`config.mk`:
```
export PLATFORM = sky130hd
export DESIGN_NAME = sacl_ctrl
export DESIGN_NICKNAME = d
export VERILOG_FILES = /design/src/hdl/sacl_pkg.sv /design/src/hdl/sacl_ctrl.sv
export SDC_FILE = /design/constraint.sdc
export NUM_CORES = 1
export LEC_CHECK = 0
export ABC_AREA = 1
export BUFFER_PORTS_ARGS = -buffer_cell sky130_fd_sc_hd__buf_2
export CAP_MARGIN = 20
export CORE_AREA = 2 2 39 41
export CTS_CLUSTER_SIZE = 30
export DETAILED_ROUTE_END_ITERATION = 16
export DIE_AREA = 0 0 41 43
export GPL_TIMING_DRIVEN = 0
export PLACE_DENSITY_LB_ADDON = 0.12
export SLEW_MARGIN = 20
export SYNTH_ARGS = -nofsm -noshare
export SYNTH_HDL_FRONTEND = slang
export SYNTH_SLANG_ARGS = --single-unit
```
`constraint.sdc`:
```
create_clock -name clk -period 3.1 [get_ports clk]
set_input_delay 0.62 -clock clk [delete_from_list [all_inputs] [get_ports clk]]
set_output_delay 0.62 -clock clk [all_outputs]
set_load 0.01 [all_outputs]
```
`src/hdl/sacl_pkg.sv`:
```
`timescale 1ns / 1ps

package sacl_pkg;

  localparam int DEF_MAX_SETS = 4096;
  localparam int DEF_WAYS     = 4;

  localparam int ADDR_W     = 32;
  localparam int TAG_W      = 32;
  localparam int CNT_W      = 32;
  localparam int KIND_W     = 2;
  localparam int WAY_OUT_W  = 3;
  localparam int OFFSET_W   = 3;
  localparam int INDEX_W    = 4;
  localparam int CFG_IDX_W  = 2;
  localparam int CFG_DATA_W = 4;
  localparam int IN_DATA_W  = 32;
  localparam int OUT_DATA_W = 40;
  localparam int OUT_USER_W = 3;
  localparam int SLOT_W     = 3;
  localparam int NUM_SLOTS  = 6;

  localparam logic [CNT_W-1:0] SAT_MAX = 32'hffffffff;

  // configuration register indexes
  localparam logic [CFG_IDX_W-1:0] CFG_OFFSET_BITS = 2'd0;
  localparam logic [CFG_IDX_W-1:0] CFG_INDEX_BITS  = 2'd1;
  localparam logic [CFG_IDX_W-1:0] CFG_SPLIT_MODE  = 2'd2;

  localparam logic [OFFSET_W-1:0] OFFSET_RESET = 3'd3;
  localparam logic [INDEX_W-1:0]  INDEX_RESET  = 4'd11;
  localparam logic                SPLIT_RESET  = 1'b1;

  // access kinds
  localparam logic [KIND_W-1:0] KIND_READ   = 2'd0;
  localparam logic [KIND_W-1:0] KIND_WRITE  = 2'd1;
  localparam logic [KIND_W-1:0] KIND_FETCH  = 2'd2;
  localparam logic [KIND_W-1:0] KIND_UNUSED = 2'd3;

  typedef enum logic [1:0] {
    ST_CLEAR,
    ST_IDLE,
    ST_READ,
    ST_UPDATE
  } state_t;

  typedef struct packed {
    logic clear_en;
    logic capture;
    logic read_en;
    logic update_en;
  } ctrl_cmd_t;

  typedef struct packed {
    logic clear_done;
    logic out_busy;
  } ctrl_status_t;

endpackage

```
`src/hdl/sacl_ctrl.sv`:
```
`timescale 1ns / 1ps

module sacl_ctrl import sacl_pkg::*; (
  input  logic              clk,
  input  logic              rst,
  input  logic              s_tvalid,
  input  logic [KIND_W-1:0] s_kind,
  output logic              s_tready,
  input  ctrl_status_t      status,
  output ctrl_cmd_t         cmd
);

  state_t state;
  state_t state_next;

  always_ff @(posedge clk) begin
    if (rst) begin
      state <= ST_CLEAR;
    end else begin
      state <= state_next;
    end
  end

  always_comb begin
    state_next = state;
    cmd        = '0;
    s_tready   = 1'b0;
    case (state)
      ST_CLEAR: begin
        cmd.clear_en = 1'b1;
        if (status.clear_done) begin
          state_next = ST_IDLE;
        end
      end
      ST_IDLE: begin
        s_tready = 1'b1;
        // kind 3 is taken and dropped without touching the cache
        if (s_tvalid && (s_kind != KIND_UNUSED)) begin
          cmd.capture = 1'b1;
          state_next  = ST_READ;
        end
      end
      ST_READ: begin
        cmd.read_en = 1'b1;
        state_next  = ST_UPDATE;
      end
      ST_UPDATE: begin
        if (!status.out_busy) begin
          cmd.update_en = 1'b1;
          state_next    = ST_IDLE;
        end
      end
      default: begin
        state_next = ST_IDLE;
      end
    endcase
  end

endmodule

```
==> impl_results.html, run 1 <==
<table>
<tr><th>Metric</th><th>Value</th></tr>
<tr><th colspan="2">Floorplan</th></tr>
<tr><td>Placeable core region</td><td>0.00138 sq mm</td></tr>
<tr><td>Boundary pin count</td><td>12</td></tr>
<tr><td>Total die area</td><td>0.00176 sq mm</td></tr>
<tr><td>Initial cell density of the core</td><td>13.8%</td></tr>
<tr><td>Die Span Y</td><td>43 microns</td></tr>
<tr><td>Core Rows</td><td>14</td></tr>
<tr><td>Die Wd</td><td>41 microns</td></tr>
<tr><th colspan="2">Layout</th></tr>
<tr><td>Largest reg by FF count</td><td>state</td></tr>
<tr><td>Most frequent cells in the layout</td><td>sky130_fd_sc_hd__buf_2 (11), sky130_fd_sc_hd__inv_1 (7), sky130_fd_sc_hd__nand2_1 (5), sky130_fd_sc_hd__ha_1 (4)</td></tr>
<tr><td>Nets</td><td>56</td></tr>
<tr><td>Antenna cells</td><td>0</td></tr>
<tr><td>Most common cell after layout, fill and taps aside</td><td>sky130_fd_sc_hd__buf_2</td></tr>
<tr><td>Number of flip-flops in the largest register</td><td>2</td></tr>
<tr><td>Share of cells above drive strength 1</td><td>41.9%</td></tr>
<tr><td>Biggest regs</td><td>state: 2 flops</td></tr>
<tr><td>Synth-to-layout area growth</td><td>51.0%</td></tr>
<tr><th colspan="2">Timing</th></tr>
<tr><td>Max-Slew Margin vs Limit</td><td>90.8%</td></tr>
<tr><td>Final number of max-transition violations</td><td>0</td></tr>
<tr><td>Max Clock Freq</td><td>0.568 GHz</td></tr>
<tr><td>Fin crit period</td><td>1760 ps</td></tr>
<tr><td>Crit share post-route</td><td>56.8%</td></tr>
<tr><td>Number of hold violations in the final report</td><td>0</td></tr>
<tr><td>Worst Max-Slew Pin Slew</td><td>138 ps</td></tr>
<tr><td>Setup total negative slack</td><td>0 ps</td></tr>
<tr><td>Minimum setup slack in the final design</td><td>1340 ps</td></tr>
<tr><td>Number of setup violations in the final report</td><td>0</td></tr>
<tr><td>Layout Skew</td><td>4.53 ps</td></tr>
<tr><td>Setup repair after global routing missed its margin</td><td>false</td></tr>
<tr><th colspan="2">Logic synthesis</th></tr>
<tr><td>Cell Area, Synth</td><td>191 sq um</td></tr>
<tr><td>Portion of the post-synthesis area used by sequential elements</td><td>20.9%</td></tr>
<tr><td>Number of warnings reported in the yosys synthesis log</td><td>0</td></tr>
<tr><td>Syn Area/Cell</td><td>6.60 sq um</td></tr>
<tr><td>Syn_nets</td><td>40</td></tr>
<tr><td>Number of unique standard cell types used by synthesis</td><td>10</td></tr>
<tr><td>Leading post-synthesis cells by cell area</td><td>sky130_fd_sc_hd__ha_1 (26%), sky130_fd_sc_hd__dfxtp_1 (21%), sky130_fd_sc_hd__inv_1 (14%)</td></tr>
<tr><td>Count of state elements after synthesis</td><td>2</td></tr>
<tr><td>Library cell occupying the most area in the post-synthesis netlist</td><td>sky130_fd_sc_hd__ha_1</td></tr>
<tr><td>Number of instances in the synthesized netlist</td><td>29</td></tr>
<tr><td>Top cell type's share of synthesized area</td><td>26.1%</td></tr>
<tr><th colspan="2">Pwr</th></tr>
<tr><td>Switching power as a share of total power</td><td>41.9%</td></tr>
<tr><td>Peak VDD IR</td><td>264 uV</td></tr>
<tr><td>Lkg Pwr</td><td>0.175 nW</td></tr>
<tr><td>Proportion of power drawn by flip-flops and latches</td><td>21.0%</td></tr>
<tr><td>Proportion of power drawn by the clock network</td><td>25.6%</td></tr>
<tr><td>Internal power consumption</td><td>0.131 mW</td></tr>
<tr><td>Power density relative to cell area</td><td>779 mW/mm^2</td></tr>
<tr><td>Share of total power in combinational logic</td><td>53.4%</td></tr>
<tr><td>Reported net switching power</td><td>0.0943 mW</td></tr>
<tr><th colspan="2">CTS</th></tr>
<tr><td>CTS H-tree lvls</td><td>1</td></tr>
<tr><td>TritonCTS clock tree</td><td>yes</td></tr>
<tr><td>Number of clock sinks</td><td>2</td></tr>
<tr><td>Skew-Pair Late Insertion Delay</td><td>220 ps</td></tr>
<tr><td>Root cell of the clock tree</td><td>sky130_fd_sc_hd__clkbuf_4</td></tr>
<tr><td>CTS hold repair buffers</td><td>0</td></tr>
<tr><td>Setup repair bufs after CTS</td><td>0</td></tr>
<tr><td>Clock-pin slew on the worst setup and hold paths</td><td>30 ps</td></tr>
<tr><td>Number of cells upsized or downsized after cts</td><td>0</td></tr>
<tr><td>CTS max path bufs</td><td>2</td></tr>
<tr><td>Number of clock buffers inserted by TritonCTS</td><td>3</td></tr>
<tr><th colspan="2">Global routing</th></tr>
<tr><td>Number of antenna violations at the first check in global routing</td><td>0</td></tr>
<tr><td>Residual overflow from global routing</td><td>0</td></tr>
<tr><td>Via count of the first global-routing pass</td><td>197</td></tr>
<tr><td>Pin count of the biggest net entering global routing</td><td>5</td></tr>
<tr><td>First-pass GRT wire length</td><td>683 microns</td></tr>
<tr><td>All-Layer GR Usage</td><td>6.01%</td></tr>
<tr><th colspan="2">Setup path</th></tr>
<tr><td>Class of the most critical setup path</td><td>flip-flop to output port</td></tr>
<tr><td>Kind of capture point of the worst setup path</td><td>output port</td></tr>
<tr><td>Worst EP required</td><td>2480 ps</td></tr>
<tr><td>Cell at the slowest stage of the critical path</td><td>sky130_fd_sc_hd__dfxtp_1</td></tr>
<tr><td>Worst path cell trace</td><td>inv_1, ha_1, inv_1, nor2_1, buf_2</td></tr>
<tr><td>Kind of start point of the critical path</td><td>flip-flop</td></tr>
<tr><td>Kind of cell adding the most delay to the critical path</td><td>flip-flops</td></tr>
<tr><td>Stage delay of the slowest cell on the critical path</td><td>370 ps</td></tr>
<tr><td>Number of buffers and inverters on the critical path</td><td>3</td></tr>
<tr><td>Crit path arrival time</td><td>1140 ps</td></tr>
<tr><td>Crit path max fanout</td><td>4</td></tr>
<tr><td>Crit-path most repeated cell</td><td>sky130_fd_sc_hd__inv_1</td></tr>
<tr><th colspan="2">Placement</th></tr>
<tr><td>Number of port buffers</td><td>11</td></tr>
<tr><td>Worst slack after detailed placement</td><td>1420 ps</td></tr>
<tr><td>Routability cong.</td><td>0.646</td></tr>
<tr><th colspan="2">Min path</th></tr>
<tr><td>Worst min path class</td><td>flip-flop to flip-flop</td></tr>
<tr><th colspan="2">Routing</th></tr>
<tr><td>Detail-routed net length per standard cell</td><td>6.92 microns</td></tr>
<tr><td>Average vias per placed instance</td><td>3.44</td></tr>
<tr><td>Remaining antenna violation count</td><td>0</td></tr>
<tr><td>Number of remaining DRC errors</td><td>0</td></tr>
<tr><td>Number of vias after detailed routing</td><td>203</td></tr>
<tr><td>Detailed-route wire length</td><td>408 microns</td></tr>
<tr><td>Router iterations before antenna repair</td><td>2</td></tr>
<tr><td>Starting DRC count in detailed routing</td><td>2</td></tr>
<tr><th colspan="2">Run status</th></tr>
<tr><td>Result of the run</td><td>finished, final reports clean</td></tr>
<tr><th colspan="2">Run</th></tr>
<tr><td>Max capacitance violation total</td><td>0</td></tr>
</table>
[metrics by stage]
stage          utilization, %  total power, mW  hold slack, ps  cell area [sq um]  std cells
2_1_floorplan               -            0.136             502                191         29
3_3_place_gp             19.3            0.173             555                267         56
3_5_place_dp             19.3            0.171             553                267         56
4_1_cts                  20.9            0.233             558                289         59
5_1_grt                  20.9            0.255             568                289         59
6_report                 20.9            0.225             548                289         59
[synthesized netlist by cell type]
master,n
sky130_fd_sc_hd__a21oi_1,2
sky130_fd_sc_hd__dfxtp_1,2
sky130_fd_sc_hd__ha_1,4
sky130_fd_sc_hd__inv_1,7
sky130_fd_sc_hd__inv_2,1
sky130_fd_sc_hd__nand2_1,5
sky130_fd_sc_hd__nand2_2,3
sky130_fd_sc_hd__nand3_1,1
sky130_fd_sc_hd__nor2_1,3
sky130_fd_sc_hd__o21bai_1,1
[path summary, 6_finish.rpt]
path,start,cells after the start,to,slack [ps]
worst max-delay path,state[1],5,cmd[2],1340
worst min-delay path,state[1],2,state[1],550
worst max register to register,state[0],8,state[1],1990
worst min register to register,state[1],2,state[1],550
[layer usage]
metal / track usage (%) / share of wire (%)
met5: 0 / 0
met4: 4.00 / 0
met2: 9.38 / 54
met3: 4.71 / 4.9
met1: 4.79 / 40
[power by group through the flow]
stage	Sequential, mW	Combinational [mW]	Clock (mW)
2_1_floorplan	0.0455	0.0902	0
3_3_place_gp	0.0485	0.125	0
3_5_place_dp	0.0483	0.123	0
4_1_cts	0.0480	0.123	0.0614
5_1_grt	0.0501	0.139	0.0654
6_report	0.0474	0.120	0.0576
[worst reg2reg max path, cell delays in order (launching register included)]
cell and delay (ps):
sky130_fd_sc_hd__dfxtp_1 340, sky130_fd_sc_hd__inv_1 90, sky130_fd_sc_hd__ha_1 210, sky130_fd_sc_hd__nand2_1 80
sky130_fd_sc_hd__nand2_2 60, sky130_fd_sc_hd__inv_2 60, sky130_fd_sc_hd__nand3_1 70, sky130_fd_sc_hd__nand2_1 60
sky130_fd_sc_hd__nor2_1 40
[logic make-up (layout without fill, tap and decap cells)]
group / count (synthesis) / in the layout / synth area share, %
and+or+nand+nor: 12 / 12 / 28.1
buffers and inverters: 8 / 22 / 15.7
adders and majority gates: 4 / 4 / 26.1
AOI/OAI and AO/OA: 3 / 3 / 9.15
DFF: 2 / 2 / 20.9
[area by class of cell]
class                      count  area [sq um]
timing repair buffer          11          55.1
sequential                     2          40.0
tap                           16          20.0
inverter                       8          30.0
clock buffer                   3          22.5
fill                         162          1090
multi-input combinational     19           121
No activity file was read; power rests on OpenSTA's default activity.
==> run 2: changes to the inputs <==
clock period = 1.4 ns   (was 3.1 ns; I/O delays follow)
==> run 2 against run 1 <==
Effect of this change: sequential share of layout area increased by 0.14 points; critical path type unchanged; register-to-register slack got worse by 1700 ps; largest power group unchanged; count of clock-buffer cells in the layout unchanged; largest cell class unchanged.
==> impl_results.html, run 2 (synthesis results as in run 1) <==
<table>
<tr><th>Metric</th><th>Value</th></tr>
<tr><th colspan="2">Placement</th></tr>
<tr><td>Number of port buffers</td><td>11 (unchanged)</td></tr>
<tr><td>Area of placed instances</td><td>267 sq um (unchanged)</td></tr>
<tr><td>Routability cong.</td><td>0.646 (unchanged)</td></tr>
<tr><th colspan="2">Global routing</th></tr>
<tr><td>Number of antenna violations at the first check in global routing</td><td>0 (unchanged)</td></tr>
<tr><td>All-Layer GR Usage</td><td>6.11% (was 6.01%)</td></tr>
<tr><td>Pin count of the biggest net entering global routing</td><td>5 (unchanged)</td></tr>
<tr><td>First-pass GRT wire length</td><td>690 microns (was 683 microns)</td></tr>
<tr><td>Via count of the first global-routing pass</td><td>209 (was 197)</td></tr>
<tr><td>Residual overflow from global routing</td><td>0 (unchanged)</td></tr>
<tr><th colspan="2">Routing</th></tr>
<tr><td>Starting DRC count in detailed routing</td><td>2 (unchanged)</td></tr>
<tr><td>Detail-routed net length per standard cell</td><td>7.12 microns (was 6.92 microns)</td></tr>
<tr><td>Average vias per placed instance</td><td>3.49 (was 3.44)</td></tr>
<tr><td>Number of vias after detailed routing</td><td>206 (was 203)</td></tr>
<tr><td>Detailed-route wire length</td><td>420 microns (was 408 microns)</td></tr>
<tr><td>Router iterations before antenna repair</td><td>2 (unchanged)</td></tr>
<tr><td>Number of remaining DRC errors</td><td>0 (unchanged)</td></tr>
<tr><td>Remaining antenna violation count</td><td>0 (unchanged)</td></tr>
<tr><th colspan="2">Timing</th></tr>
<tr><td>Layout Skew</td><td>4.68 ps (was 4.53 ps)</td></tr>
<tr><td>Number of setup violations in the final report</td><td>0 (unchanged)</td></tr>
<tr><td>Final number of max-transition violations</td><td>0 (unchanged)</td></tr>
<tr><td>Setup repair after global routing missed its margin</td><td>false (unchanged)</td></tr>
<tr><td>Crit share post-route</td><td>93.4%</td></tr>
<tr><td>Setup total negative slack</td><td>0 ps (unchanged)</td></tr>
<tr><td>Max Clock Freq</td><td>0.765 GHz</td></tr>
<tr><td>Number of hold violations in the final report</td><td>0 (unchanged)</td></tr>
<tr><td>Fin crit period</td><td>1310 ps</td></tr>
<tr><td>Worst Max-Slew Pin Slew</td><td>115 ps (was 138 ps)</td></tr>
<tr><td>Max-Slew Margin vs Limit</td><td>92.3% (was 90.8%)</td></tr>
<tr><th colspan="2">Min path</th></tr>
<tr><td>Cell depth of the worst hold path</td><td>2 (unchanged)</td></tr>
<tr><td>Worst min path class</td><td>input pin to flip-flop (was flip-flop to flip-flop)</td></tr>
<tr><th colspan="2">Setup path</th></tr>
<tr><td>Kind of start point of the critical path</td><td>flip-flop (unchanged)</td></tr>
<tr><td>Crit path max fanout</td><td>4 (unchanged)</td></tr>
<tr><td>Worst EP required</td><td>1120 ps (was 2480 ps)</td></tr>
<tr><td>Crit path arrival time</td><td>1030 ps (was 1140 ps)</td></tr>
<tr><td>Class of the most critical setup path</td><td>flip-flop to output port (unchanged)</td></tr>
<tr><td>R2R cell count</td><td>8 (unchanged)</td></tr>
<tr><td>Kind of capture point of the worst setup path</td><td>output port (unchanged)</td></tr>
<tr><th colspan="2">CTS</th></tr>
<tr><td>Root cell of the clock tree</td><td>sky130_fd_sc_hd__clkbuf_4 (unchanged)</td></tr>
<tr><td>Clock-pin slew on the worst setup and hold paths</td><td>30 ps (about the same)</td></tr>
<tr><td>Number of clock sinks</td><td>2 (unchanged)</td></tr>
<tr><td>CTS max path bufs</td><td>2 (unchanged)</td></tr>
<tr><td>CTS H-tree lvls</td><td>1 (unchanged)</td></tr>
<tr><td>Number of clock buffers inserted by TritonCTS</td><td>3 (unchanged)</td></tr>
<tr><td>TritonCTS clock tree</td><td>yes (unchanged)</td></tr>
<tr><td>Skew-Pair Late Insertion Delay</td><td>230 ps (was 220 ps)</td></tr>
<tr><th colspan="2">Pwr</th></tr>
<tr><td>Final Total Pwr</td><td>0.533 mW (was 0.225 mW)</td></tr>
<tr><td>Peak VDD IR</td><td>612 uV (was 264 uV)</td></tr>
<tr><td>Power density relative to cell area</td><td>1750 mW/mm^2 (was 779 mW/mm^2)</td></tr>
<tr><td>Lkg Pwr</td><td>0.176 nW (was 0.175 nW)</td></tr>
<tr><th colspan="2">Layout</th></tr>
<tr><td>Final cell area excluding filler cells</td><td>304 sq um (was 289 sq um)</td></tr>
<tr><td>Number of flip-flops in the largest register</td><td>2 (unchanged)</td></tr>
<tr><td>Nets</td><td>56 (unchanged)</td></tr>
<tr><td>Most frequent cells in the layout</td><td>sky130_fd_sc_hd__buf_2 (11), sky130_fd_sc_hd__inv_1 (6), sky130_fd_sc_hd__nand2_1 (5) (was sky130_fd_sc_hd__buf_2 (11), sky130_fd_sc_hd__inv_1 (7), sky130_fd_sc_hd__nand2_1 (5), sky130_fd_sc_hd__ha_1 (4))</td></tr>
<tr><td>Largest reg by FF count</td><td>state (unchanged)</td></tr>
<tr><td>Synth-to-layout area growth</td><td>58.8% (was 51.0%)</td></tr>
<tr><td>Most common cell after layout, fill and taps aside</td><td>sky130_fd_sc_hd__buf_2 (unchanged)</td></tr>
<tr><td>Biggest regs</td><td>state: 2 flops (unchanged)</td></tr>
<tr><td>Antenna cells</td><td>0 (unchanged)</td></tr>
<tr><td>Share of cells above drive strength 1</td><td>51.2% (was 41.9%)</td></tr>
<tr><th colspan="2">Run status</th></tr>
<tr><td>Result of the run</td><td>finished, final reports clean (unchanged)</td></tr>
<tr><th colspan="2">Floorplan</th></tr>
<tr><td>Boundary pin count</td><td>12 (unchanged)</td></tr>
<tr><td>Core Rows</td><td>14 (unchanged)</td></tr>
<tr><td>Placeable core region</td><td>0.00138 sq mm (unchanged)</td></tr>
<tr><td>Total die area</td><td>0.00176 sq mm (unchanged)</td></tr>
<tr><td>Die Wd</td><td>41 microns (unchanged)</td></tr>
<tr><td>Die Span Y</td><td>43 microns (unchanged)</td></tr>
<tr><td>Initial cell density of the core</td><td>13.8% (unchanged)</td></tr>
<tr><th colspan="2">Run</th></tr>
<tr><td>Max capacitance violation total</td><td>0 (unchanged)</td></tr>
</table>
-- run 2: cell types whose count changed in the layout (fill, tap and decap cells not counted) --
| cell | previous run | this run |
|---|---|---|
| sky130_fd_sc_hd__dfxtp_1 | 2 | 0 |
| sky130_fd_sc_hd__dfxtp_2 | 0 | 2 |
| sky130_fd_sc_hd__ha_1 | 4 | 3 |
| sky130_fd_sc_hd__ha_4 | 0 | 1 |
| sky130_fd_sc_hd__inv_1 | 7 | 6 |
| sky130_fd_sc_hd__inv_2 | 1 | 2 |
-- run 2: worst max-delay path, stage by stage (launching register included) --
cell	delay [ps]
sky130_fd_sc_hd__dfxtp_2	330
sky130_fd_sc_hd__inv_2	70
sky130_fd_sc_hd__ha_4	140
sky130_fd_sc_hd__inv_1	50
sky130_fd_sc_hd__nor2_1	90
sky130_fd_sc_hd__buf_2	130
-- run 2: stage by stage --
step	instances	utilization (%)	hold slack, ps	setup WS [ps]
after global placement	56	19.3	469	203
after floorplan	29	-	349	252
after global routing	59	22.0	220	28.0
after CTS	59	21.9	229	28.2
final	59	22.0	222	92.6
after detailed placement	56	19.3	471	199
-- run 2: area by class of cell --
type	instances	area, sq um
multi-input combinational	19	134
inverter	8	30.0
clock buffer	3	22.5
fill	161	1080
tap	16	20.0
timing repair buffer	11	55.1
sequential	2	42.5
-- run 2: timing repair --
| item | CTS | global route |
|---|---|---|
| buffers inserted | 0 | 0 |
| hold buffers | 0 | 0 |
| endpoints found under the setup margin | 1 | 4 |
| gates resized for setup | 3 | 2 |
| hold endpoints to repair | 0 | 0 |
-- run 2: per-layer routing --
metal  up-vias  track usage (%)  share of wire [%]
met4         0             4.00                  0
met2         3             10.0                 55
li1        113                -                  -
met3         0             4.71                4.8
met1        90             4.47                 40
met5         -                0                  0
-- run 2: where the power goes --
part | internal [mW] | switching, mW | leakage (nW)
logic | 0.125 | 0.161 | 0.145
clock network | 0.0946 | 0.0332 | 0.0138
registers | 0.0879 | 0.0308 | 0.0172
total | 0.308 | 0.225 | 0.176
-- run 2: final timing paths --
| check | from | endpoint | slack [ps] |
|---|---|---|---|
| max reg2reg | state[0] | state[1] | 280 |
| max | state[1] | cmd[2] | 90 |
| min | rst | state[0] | 220 |
| min reg2reg | state[1] | state[1] | 530 |
